## config.mk

```make
export PLATFORM = sky130hd
export DESIGN_NAME = adaptive_ema_filter
export DESIGN_NICKNAME = d
export VERILOG_FILES = /design/src/rtl/core/aema_pkg.sv /design/src/rtl/core/aema_div.sv /design/src/rtl/core/adaptive_ema_filter.sv
export SDC_FILE = /design/constraint.sdc
export NUM_CORES = 1
export LEC_CHECK = 0
export BUFFER_PORTS_ARGS = -buffer_cell sky130_fd_sc_hd__buf_2
export CORE_ASPECT_RATIO = 0.7
export CORE_MARGIN = 1
export CORE_UTILIZATION = 60
export CTS_BUF_LIST = sky130_fd_sc_hd__clkbuf_8
export CTS_CLUSTER_SIZE = 14
export DETAILED_ROUTE_END_ITERATION = 8
export GPL_TIMING_DRIVEN = 0
export HOLD_SLACK_MARGIN = 0.05
export MAX_ROUTING_LAYER = met4
export PLACE_DENSITY = 0.77
export SLEW_MARGIN = 20
export SYNTH_ARGS = -nofsm -noshare
export SYNTH_HDL_FRONTEND = slang
export SYNTH_SLANG_ARGS = --single-unit
```

## constraint.sdc

```tcl
create_clock -name clk_i -period 9.1 [get_ports clk_i]
set_input_delay 1.365 -clock clk_i [delete_from_list [all_inputs] [get_ports clk_i]]
set_output_delay 1.365 -clock clk_i [all_outputs]
set_load 0.01 [all_outputs]
```

## src/rtl/core/aema_pkg.sv

```systemverilog
`default_nettype none

package aema_pkg;

  localparam int unsigned SampleBits  = 16;
  localparam int unsigned FracBits    = 10;
  localparam int unsigned AvgBits     = SampleBits + FracBits;
  localparam int unsigned AlphaBits   = 11;
  localparam int unsigned SensBits    = 16;
  localparam int unsigned MulABits    = SampleBits + 1;
  localparam int unsigned MulBBits    = AlphaBits + 1;
  localparam int unsigned ProdBits    = MulABits + MulBBits;
  localparam int unsigned SumBits     = ProdBits + 1;
  localparam int unsigned DvdBits     = SampleBits + AlphaBits;
  localparam int unsigned QuotBits    = AlphaBits;
  localparam int unsigned CntBits     = $clog2(QuotBits + 1);
  localparam int unsigned CfgIdxBits  = 2;
  localparam int unsigned CfgDataBits = 16;

  localparam logic [AlphaBits-1:0] AlphaOne = AlphaBits'(1024);

  localparam logic [SensBits-1:0]  SensReset     = SensBits'(64);
  localparam logic [AlphaBits-1:0] AlphaMinReset = AlphaBits'(32);
  localparam logic [AlphaBits-1:0] AlphaMaxReset = AlphaBits'(1024);

  localparam logic [CfgIdxBits-1:0] CfgSensitivity = CfgIdxBits'(0);
  localparam logic [CfgIdxBits-1:0] CfgAlphaMin    = CfgIdxBits'(1);
  localparam logic [CfgIdxBits-1:0] CfgAlphaMax    = CfgIdxBits'(2);

  typedef struct packed {
    logic                start;
    logic [DvdBits-1:0]  dividend;
    logic [SensBits-1:0] divisor;
  } div_req_t;

  typedef struct packed {
    logic                done;
    logic [QuotBits-1:0] quotient;
  } div_rsp_t;

  typedef enum logic [7:0] {
    S_IDLE  = 8'b0000_0001,
    S_ERR   = 8'b0000_0010,
    S_MUL   = 8'b0000_0100,
    S_DIVLD = 8'b0000_1000,
    S_DIVW  = 8'b0001_0000,
    S_MUL2  = 8'b0010_0000,
    S_SUM   = 8'b0100_0000,
    S_OUT   = 8'b1000_0000
  } state_e;

  function automatic logic [AlphaBits-1:0] sat_alpha(input logic [AlphaBits-1:0] a);
    return (a > AlphaOne) ? AlphaOne : a;
  endfunction

endpackage

`default_nettype wire

```

## src/rtl/core/aema_div.sv

```systemverilog
`default_nettype none

module aema_div (
  input  wire logic               clk_i,
  input  wire logic               rst_ni,
  input  wire aema_pkg::div_req_t req_i,
  output aema_pkg::div_rsp_t      rsp_o
);
  import aema_pkg::*;

  logic                busy_q, busy_d;
  logic                done_q, done_d;
  logic [CntBits-1:0]  cnt_q, cnt_d;
  logic [SensBits-1:0] rem_q, rem_d;
  logic [QuotBits-1:0] low_q, low_d;
  logic [SensBits:0]   trial;
  logic                fits;

  // Restoring divide, one quotient bit per cycle; the dividend's upper part
  // is already below the divisor, so the quotient fits in QuotBits.
  assign trial = {rem_q, low_q[QuotBits-1]};
  assign fits  = trial >= {1'b0, req_i.divisor};

  always_comb begin
    busy_d = busy_q;
    done_d = 1'b0;
    cnt_d  = cnt_q;
    rem_d  = rem_q;
    low_d  = low_q;
    if (req_i.start) begin
      busy_d = 1'b1;
      cnt_d  = CntBits'(QuotBits);
      rem_d  = req_i.dividend[DvdBits-1:QuotBits];
      low_d  = req_i.dividend[QuotBits-1:0];
    end else if (busy_q) begin
      rem_d = fits ? SensBits'(trial - {1'b0, req_i.divisor}) : trial[SensBits-1:0];
      low_d = {low_q[QuotBits-2:0], fits};
      cnt_d = cnt_q - CntBits'(1);
      if (cnt_q == CntBits'(1)) begin
        busy_d = 1'b0;
        done_d = 1'b1;
      end
    end
  end

  always_ff @(posedge clk_i or negedge rst_ni) begin
    if (!rst_ni) begin
      busy_q <= 1'b0;
      done_q <= 1'b0;
      cnt_q  <= '0;
    end else begin
      busy_q <= busy_d;
      done_q <= done_d;
      cnt_q  <= cnt_d;
    end
  end

  always_ff @(posedge clk_i) begin
    rem_q <= rem_d;
    low_q <= low_d;
  end

  assign rsp_o.done     = done_q;
  assign rsp_o.quotient = low_q;

  a_done_idle: assert property (@(posedge clk_i) disable iff (!rst_ni)
    done_q |-> !busy_q) else $error("divider done while busy");
  a_start_idle: assert property (@(posedge clk_i) disable iff (!rst_ni)
    req_i.start |-> !busy_q) else $error("divider restarted while busy");
  a_last_step: assert property (@(posedge clk_i) disable iff (!rst_ni)
    (busy_q && !req_i.start && cnt_q == CntBits'(1)) |=> done_q)
    else $error("divider missed done");

endmodule

`default_nettype wire

```

## src/rtl/core/adaptive_ema_filter.sv

```systemverilog
// Adaptive exponential moving average over unsigned sensor samples.
// Input channel: in_valid_i/in_ready_o with sample_i, one sample per item.
// Output channel: out_valid_o/out_ready_i with filtered_o (descaled
// average) and alpha_used_o (weight applied, scaled by 1024), one result
// per sample, in order.
// Config channel: cfg_valid_i/cfg_ready_o with cfg_index_i and cfg_data_i;
// index 0 sensitivity, 1 weight floor, 2 weight ceiling, index 3 is ignored.
// Always ready; write only while no sample is in flight.
// From accept to result register, the first sample goes straight to the
// output step; when the error reaches the sensitivity, error, multiply,
// average multiply and sum steps run; otherwise the 11-step bit-serial
// divider that scales the weight runs too. in_ready_o is high only when
// the sequencer is idle, so no sample is taken while one is in flight.
// A finished result sits in the output register; the next sample is taken
// meanwhile, and its result waits in the last step until the receiver
// takes the previous one.
// Reset clears the average, arms first-sample load and restores the
// register defaults (64, 32, 1024).
`default_nettype none

module adaptive_ema_filter (
  input  wire logic                               clk_i,
  input  wire logic                               rst_ni,
  input  wire logic                               in_valid_i,
  output logic                                    in_ready_o,
  input  wire logic [aema_pkg::SampleBits-1:0]    sample_i,
  output logic                                    out_valid_o,
  input  wire logic                               out_ready_i,
  output logic [aema_pkg::SampleBits-1:0]         filtered_o,
  output logic [aema_pkg::AlphaBits-1:0]          alpha_used_o,
  input  wire logic                               cfg_valid_i,
  output logic                                    cfg_ready_o,
  input  wire logic [aema_pkg::CfgIdxBits-1:0]    cfg_index_i,
  input  wire logic [aema_pkg::CfgDataBits-1:0]   cfg_data_i
);
  import aema_pkg::*;

  state_e state_q, state_d;

  logic [SensBits-1:0]   sens_q, sens_d;
  logic [AlphaBits-1:0]  amin_cfg_q, amin_cfg_d;
  logic [AlphaBits-1:0]  amax_cfg_q, amax_cfg_d;
  logic                  first_q, first_d;
  logic                  out_valid_q, out_valid_d;

  logic [AvgBits-1:0]          avg_q, avg_d;
  logic [SampleBits-1:0]       sample_q, sample_d;
  logic signed [MulABits-1:0]  diff_q, diff_d;
  logic [SampleBits-1:0]       abs_q, abs_d;
  logic [AlphaBits-1:0]        amax_q, amax_d;
  logic [AlphaBits-1:0]        amin_q, amin_d;
  logic [AlphaBits-1:0]        alpha_q, alpha_d;
  logic signed [ProdBits-1:0]  mul_q, mul_d;
  logic [SampleBits-1:0]       filt_q, filt_d;
  logic [AlphaBits-1:0]        alpha_out_q, alpha_out_d;

  logic [AlphaBits-1:0]        amax_s, amin_s;
  logic [SampleBits-1:0]       current;
  logic signed [MulABits-1:0]  diff;
  logic signed [MulABits-1:0]  neg_diff;
  logic signed [MulABits-1:0]  mul_a;
  logic signed [MulBBits-1:0]  mul_b;
  logic signed [ProdBits-1:0]  product;
  logic signed [SumBits-1:0]   sum;
  logic [AvgBits-1:0]          sum_sat;
  logic                        in_fire, out_load;

  div_req_t div_req;
  div_rsp_t div_rsp;

  aema_div u_div (
    .clk_i  (clk_i),
    .rst_ni (rst_ni),
    .req_i  (div_req),
    .rsp_o  (div_rsp)
  );

  assign in_ready_o  = (state_q == S_IDLE);
  assign in_fire     = in_valid_i && in_ready_o;
  assign cfg_ready_o = 1'b1;
  assign out_load    = (state_q == S_OUT) && (!out_valid_q || out_ready_i);

  assign amax_s   = sat_alpha(amax_cfg_q);
  assign amin_s   = sat_alpha(amin_cfg_q);
  assign current  = avg_q[AvgBits-1:FracBits];
  assign diff     = $signed({1'b0, sample_q}) - $signed({1'b0, current});
  assign neg_diff = -diff;

  // One multiplier serves both the weight numerator and the average step.
  assign mul_a   = (state_q == S_MUL2) ? diff_q : $signed({1'b0, abs_q});
  assign mul_b   = (state_q == S_MUL2) ? $signed({1'b0, alpha_q})
                                       : $signed({1'b0, amax_q - amin_q});
  assign product = mul_a * mul_b;

  assign sum = $signed({{(SumBits-AvgBits){1'b0}}, avg_q}) + $signed({mul_q[ProdBits-1], mul_q});

  always_comb begin
    if (sum[SumBits-1]) begin
      sum_sat = '0;
    end else if (sum[SumBits-2:AvgBits] != '0) begin
      sum_sat = '1;
    end else begin
      sum_sat = sum[AvgBits-1:0];
    end
  end

  assign div_req.start    = (state_q == S_DIVLD);
  assign div_req.dividend = mul_q[DvdBits-1:0];
  assign div_req.divisor  = sens_q;

  always_comb begin
    state_d     = state_q;
    sens_d      = sens_q;
    amin_cfg_d  = amin_cfg_q;
    amax_cfg_d  = amax_cfg_q;
    first_d     = first_q;
    out_valid_d = out_valid_q && !out_ready_i;
    avg_d       = avg_q;
    sample_d    = sample_q;
    diff_d      = diff_q;
    abs_d       = abs_q;
    amax_d      = amax_q;
    amin_d      = amin_q;
    alpha_d     = alpha_q;
    mul_d       = mul_q;
    filt_d      = filt_q;
    alpha_out_d = alpha_out_q;

    if (cfg_valid_i && cfg_ready_o) begin
      case (cfg_index_i)
        CfgSensitivity: sens_d     = cfg_data_i[SensBits-1:0];
        CfgAlphaMin:    amin_cfg_d = cfg_data_i[AlphaBits-1:0];
        CfgAlphaMax:    amax_cfg_d = cfg_data_i[AlphaBits-1:0];
        default: ;
      endcase
    end

    case (state_q)
      S_IDLE: begin
        if (in_fire) begin
          sample_d = sample_i;
          if (first_q) begin
            avg_d   = {sample_i, FracBits'(0)};
            alpha_d = AlphaOne;
            first_d = 1'b0;
            state_d = S_OUT;
          end else begin
            state_d = S_ERR;
          end
        end
      end
      S_ERR: begin
        diff_d  = diff;
        abs_d   = diff[MulABits-1] ? neg_diff[SampleBits-1:0] : diff[SampleBits-1:0];
        amax_d  = amax_s;
        amin_d  = (amin_s > amax_s) ? amax_s : amin_s;
        state_d = S_MUL;
      end
      S_MUL: begin
        if (abs_q >= sens_q) begin
          alpha_d = amax_q;
          state_d = S_MUL2;
        end else begin
          mul_d   = product;
          state_d = S_DIVLD;
        end
      end
      S_DIVLD: begin
        state_d = S_DIVW;
      end
      S_DIVW: begin
        if (div_rsp.done) begin
          alpha_d = amin_q + div_rsp.quotient;
          state_d = S_MUL2;
        end
      end
      S_MUL2: begin
        mul_d   = product;
        state_d = S_SUM;
      end
      S_SUM: begin
        avg_d   = sum_sat;
        state_d = S_OUT;
      end
      S_OUT: begin
        // hold the result until the output register frees up
        if (out_load) begin
          filt_d      = avg_q[AvgBits-1:FracBits];
          alpha_out_d = alpha_q;
          out_valid_d = 1'b1;
          state_d     = S_IDLE;
        end
      end
      default: state_d = S_IDLE;
    endcase
  end

  always_ff @(posedge clk_i or negedge rst_ni) begin
    if (!rst_ni) begin
      state_q     <= S_IDLE;
      sens_q      <= SensReset;
      amin_cfg_q  <= AlphaMinReset;
      amax_cfg_q  <= AlphaMaxReset;
      first_q     <= 1'b1;
      out_valid_q <= 1'b0;
      avg_q       <= '0;
    end else begin
      state_q     <= state_d;
      sens_q      <= sens_d;
      amin_cfg_q  <= amin_cfg_d;
      amax_cfg_q  <= amax_cfg_d;
      first_q     <= first_d;
      out_valid_q <= out_valid_d;
      avg_q       <= avg_d;
    end
  end

  always_ff @(posedge clk_i) begin
    sample_q    <= sample_d;
    diff_q      <= diff_d;
    abs_q       <= abs_d;
    amax_q      <= amax_d;
    amin_q      <= amin_d;
    alpha_q     <= alpha_d;
    mul_q       <= mul_d;
    filt_q      <= filt_d;
    alpha_out_q <= alpha_out_d;
  end

  assign out_valid_o  = out_valid_q;
  assign filtered_o   = filt_q;
  assign alpha_used_o = alpha_out_q;

  a_alpha_range: assert property (@(posedge clk_i) disable iff (!rst_ni)
    (state_q == S_OUT) |-> (alpha_q <= AlphaOne)) else $error("weight above one");
  a_busy_after_accept: assert property (@(posedge clk_i) disable iff (!rst_ni)
    in_fire |=> (state_q != S_IDLE)) else $error("sequencer idle after accept");
  a_boost_range: assert property (@(posedge clk_i) disable iff (!rst_ni)
    (state_q == S_DIVW && div_rsp.done) |-> (div_rsp.quotient < AlphaOne))
    else $error("weight boost out of range");

endmodule

`default_nettype wire

```

# Yosys cells after proc, flatten, opt, wreduce, memory -nomap -nowiden
# Index checks and enable logic that the tools add are counted.
# word_totals
register_bits,245
inputBits,39
output_inout_bits,30
# classes
n_addsub,7
multipliers,1
order_cmp,5
n_eq_ne,17
mux,39
reduce_logical,21
# op_table
op,n
two-way mux 11 bit,10
two-way mux 26 bit,4
two-way mux 16 bit,4
case mux 8 bit (8 select lines),1
case mux 29 bit (2 select lines),1
case mux 26 bit (2 select lines),1
case mux 11 bit (3 select lines),1
two-way mux 8 bit,4
adder 27 x 29 -> 30 bit,1
multiplier 17 x 12 -> 29 bit,1
two-way mux 29 bit,1
greater-than comparator 11 bit (second input constant),2
>= comparator 17 x 16 -> 1 bit,1
two-way mux 17 bit,1
subtractor 16 x 16 -> 17 bit,1
>= comparator 16 bit,1
negator 16 bit,1
subtractor 16 bit,1
AND reduction 2 bit,6
adder 11 bit,1
greater-than comparator 11 bit,1
subtractor 11 bit,1
== test 8 x 1 -> 1 bit (second input constant),1
== test 8 x 2 -> 1 bit (second input constant),1
23 further kinds,42

# Logic depth before layout (Yosys ltp)
# logic_depth
ltp_word,5
mapped_depth,34

# Modules after synthesis
# From an unflattened synthesis, not the netlist that was laid out.
# hier_totals
cells_unflattened,2261
hier_area_um2,21618.2
# by_module_without_submodules
module,instances,cells_per_inst,area_each_um2,seq_area_each_um2
adaptive_ema_filter,1,2000,19095.8,5972.0
aema_div,1,261,2522.4,960.9

# Least setup slack after synthesis
# OpenSTA, ideal clock, no wires.
# synth_path
path_type,flip-flop to flip-flop
startpoint,reg amax_q[0]
endpoint,"reg mul_q[25], data pin"
t_arrival_ns,7.110
t_required_ns,8.842
slack_ns,1.731
path_stages_with_launch,34
path_buffers,1
path_cell_list,edfxtp_1 inv_1 ha_1 inv_1 fa_1 a21o_1 a21oi_1 o21bai_1 a21oi_1 o21a_1 o21ai_0 xnor2_1 mux2i_1 clkbuf_1 nor2_1 ha_1 inv_1 fa_1 inv_1 fa_1 fa_1 inv_1 fa_1 inv_1 ha_1 nand4_1 o21ai_0 nor2_1 a2111oi_0 o31ai_1 a21oi_1 a21o_1 a21oi_1 xnor2_1
# synth_between
elab_chain_len,5
# synth_rtl
item,line,text
start: declaration,adaptive_ema_filter.sv:50,"logic [AlphaBits-1:0] amax_q, amax_d;"
start signal: assignment,adaptive_ema_filter.sv:222,amax_q <= amax_d;
subtractor 11 bit (*),adaptive_ema_filter.sv:92,": $signed({1'b0, amax_q - amin_q});"
two-way mux 11 bit (*),adaptive_ema_filter.sv:91,"assign mul_b = (state_q == S_MUL2) ? $signed({1'b0, alpha_q})"
multiplier 17 x 12 -> 29 bit (*),adaptive_ema_filter.sv:93,assign product = mul_a * mul_b;
two-way mux 29 bit,adaptive_ema_filter.sv:160,if (abs_q >= sens_q) begin
case mux 29 bit (2 select lines) (*),adaptive_ema_filter.sv:138,case (state_q)
net mul_d[25],adaptive_ema_filter.sv:53,"logic signed [ProdBits-1:0] mul_q, mul_d;"
end signal: assignment,adaptive_ema_filter.sv:225,mul_q <= mul_d;
end: declaration,adaptive_ema_filter.sv:53,
# Mark *: on every way through the listed nets, which the timed path passes. The rest lies on a longest branch. The select of a mux whose other input is x is not followed.
# A chain may end at the register's enable or synchronous reset.

# Worst setup path after layout
# layout_path
startpoint,reg amax_q[0]
endpoint,"reg mul_q[28], data pin"
# Same word-level chain as after synthesis.

==> out/metrics.csv <==
stage;metric;value;unit
logic_synthesis;synthFlopType;edfxtp_1;
logic_synthesis;synth.largest_area_cell;edfxtp_1;
logic_synthesis;yosysUniqueCellTypes;81;
logic_synthesis;ys_seq_area_frac;0.330;
logic_synthesis;async_reset_ff_frac;0.328;
finish;syn2layout_area_growth;9.17;%
timing;skew;0.0342;ns
cts;holdBufCountCts;0;
finish;layout-drive-gt1-share;0.107;
detailed_routing;via_per_inst;5.93;
cts;cts_buffer_depth;3;
cts;cts_tree;yes;
timing;drv_slew;0;
logic_synthesis;syn_inst;2115;
timing;fin_setup_tns;0;ns
worst_setup_path;crit_path_end_kind;flip-flop;
detailed_routing;wl;58000;µm
worst_setup_path;arrival;8.98;ns
detailed_routing;drt_iter0_drc;1536;
logic_synthesis;synth_edf_count;164;
cts;ctsRootBufferMaster;clkbuf_8;
global_route;grt_overflow;0;
global_route;grt_max_degree;53;
global_route;antenna_found_initial;1;
timing;grt_setup_unrepaired;false;
hold_path;hp-class;flip-flop to flip-flop;
finish;antenna_cells;0;
logic_synthesis;synth_top_family_by_area;adder cells;
logic_synthesis;avgSynthCellArea;9.92;µm²
finish;layout.nets;2620;
cts;cts_buffers;41;
timing;max_slew_margin;0.361;
finish;fillers;2636;
floorplan;fp-row-count;56;
timing;finalSetupViolCount;0;
detailed_routing;route.antenna.remaining_nets;0;
worst_setup_path;crit_slowest_cell;fa_1;
logic_synthesis;ys_ff_latch;244;
outcome;status;finished, final reports clean;
worst_setup_path;required;9.41;ns
placement;dpl.hpwl;46800;µm
worst_setup_path;max_stage_delay;0.59;ns
global_route;track_usage;0.344;
logic_synthesis;ys_top_cells_by_area;edfxtp_1 23%, fa_1 17%, ha_1 10%;
floorplan;ios;69;
placement;gp_congestion;0.977;
timing;fmax;115;MHz
floorplan;initial_core_util;0.617;
logic_synthesis;yosys-mux-area-fraction;0.0445;
floorplan;die_h;158;µm
logic_synthesis;syn-num-nets;2501;
detailed_routing;post-route-drc-count;0;
floorplan;die-area;35700;µm²
logic_synthesis;synth-adder-area-share;0.270;
detailed_routing;routedWlPerCell;21.2;µm
cts;cts.clk_slew.worst_paths;0.06;ns
timing;period_share;0.953;
detailed_routing;vias;16193;
job;drv_cap;0;
cts;cts_sinks;244;
logic_synthesis;yosys.area.top_type_share;0.235;
logic_synthesis;synth_xor_xnor_area_share;0.0430;
timing;worst_slew_pin_slew;0.957;ns
timing;fin_crit;8.67;ns
floorplan;core_area;34000;µm²
cts;clk_latency;0.59;ns
worst_setup_path;startpoint_type;flip-flop;
detailed_routing;dr.pass1.iters;6;
logic_synthesis;yosys_warnings;0;
logic_synthesis;synth-compound-area-share;0.112;
worst_setup_path;crit_top_cell;inv_1;
logic_synthesis;synth-simple-area-share;0.126;
worst_setup_path;path_max_fanout;10;
worst_setup_path;criticalPathCategory;flip-flop to flip-flop;
floorplan;fp.dieW;225;µm
global_route;grt_pass1_wl;89000;µm
placement;io_buffers;67;
timing;finalHoldViolCount;0;
logic_synthesis;netlist_area;21000;µm²
cts;cts.htree.levels;2;
global_route;grt_pass1_vias;16124;
==> worst paths after layout <==
kind                                  startpoint                        end  slack [ns]  cells after the start
hold reg to reg            avg_q[24]$_DFFE_PN0P_   filtered_o[14]$_DFFE_PP_        0.49                      0
hold / removal             avg_q[24]$_DFFE_PN0P_   filtered_o[14]$_DFFE_PP_        0.49                      0
setup reg to reg             amax_q[0]$_DFFE_PP_        mul_q[28]$_DFFE_PP_        0.43                     32
max in group asynchronous                 rst_ni     state_q[0]$_DFFE_PN1P_        7.72                      2
min in group asynchronous                 rst_ni  amax_cfg_q[5]$_DFFE_PN0P_        0.72                      1
setup / recovery             amax_q[0]$_DFFE_PP_        mul_q[28]$_DFFE_PP_        0.43                     32
==> worst max-delay path: cells and delay by family, from the launching register on <==
kind                     cells  cell delay, ns
adder cells (fa/ha/maj)      8            3.41
AO/OA/AOI/OAI               12            2.45
buffers and inverters        7            0.76
AND/OR/NAND/NOR              2            0.55
multiplexers                 1            0.52
flip-flops                   1            0.37
XOR/XNOR                     2            0.31
==> cell usage after synthesis (all sizes together), types with 5 or more instances <==
master	instances
o22ai	5
a31oi	10
and2	24
a21oi	113
dfstp	5
or3	11
a21o	39
mux2	47
nor3	23
nand2b	14
xnor2	72
nor2	108
mux2i	40
or2	5
a31o	6
nor2b	27
o21a	16
nor3b	9
fa	175
clkbuf	43
o21ai	68
and3	12
nand2	281
o31ai	12
o221ai	13
o21bai	11
or4	5
ha	172
a211oi	14
nand3b	10
buf	19
edfxtp	164
nand3	20
inv	336
nand4	19
xor2	31
o211ai	12
dfrtp	75
o31a	6
==> area by class of cell <==
type | count | area, µm² | share of cell area
multi-input cells | 1472 | 12500 | 0.548
flip-flops and latches | 244 | 6930 | 0.303
inverters | 337 | 1260 | 0.0552
clock buffers | 46 | 633 | 0.0276
well taps | 464 | 581 | 0.0253
repair buffers | 76 | 477 | 0.0208
plain buffers | 62 | 284 | 0.0124
clock inverters | 29 | 183 | 0.00798
==> state kept, by name (all words and copies together) (netlist names), 11 cells and up <==
name and cells:
alpha_q 11, u_div.rem_q 16, sens_q 16, diff_q 17, amin_q 11, amax_q 11
u_div.low_q 11, avg_q 26, filtered_o 16, amax_cfg_q 11, mul_q 29, abs_q 15
alpha_used_o 11, amin_cfg_q 11, sample_q 16
==> kinds of logic (layout without fill, tap and decap cells) <==
group,Yosys count,count (layout)
mux,87,87
flops,244,244
buf+inv,399,550
compound gates,358,358
simple gates,576,576
xor+xnor,103,103
fa+ha+maj,347,347
other cells,1,1
==> cells in the final DEF (no fill, tap or decap), types with 62 or more instances in the layout <==
cell      count
a21oi_1     110
buf_2        78
dfrtp_1      75
edfxtp_1    164
fa_1        175
ha_1        172
inv_1       350
nand2_1     279
nor2_1      107
o21ai_0      62
xnor2_1      72
==> what timing repair did <==
action	CTS	global route
setup endpoints to repair	0	8
setup buffers	0	0
resized for setup	0	9
endpoints found under the hold margin	0	0
==> metal layers <==
metal | part of all wire | GRT usage | routed length, µm
met1 | 0.44 | 0.482 | 25400
met2 | 0.41 | 0.473 | 23600
met3 | 0.11 | 0.0939 | 6630
met4 | 0.040 | 0.136 | 2330
met5 | 0 | - | 0
==> stage by stage <==
stage	area, µm²	cells	worst slack, ns	hold WS (ns)	util
finish	22900	2730	0.430	0.494	0.674
global route	22900	2730	0.138	0.521	0.674
CTS	22900	2730	0.132	0.496	0.673
detailed placement	22100	2655	0.179	0.478	0.649
global placement	21900	2646	0.252	0.475	0.644
floorplan	21000	2115	1.73	0.442	-
Power is left out: the tool's default activity adds up to more than one toggle a clock period on the data nets, which glitch-free logic cannot reach.
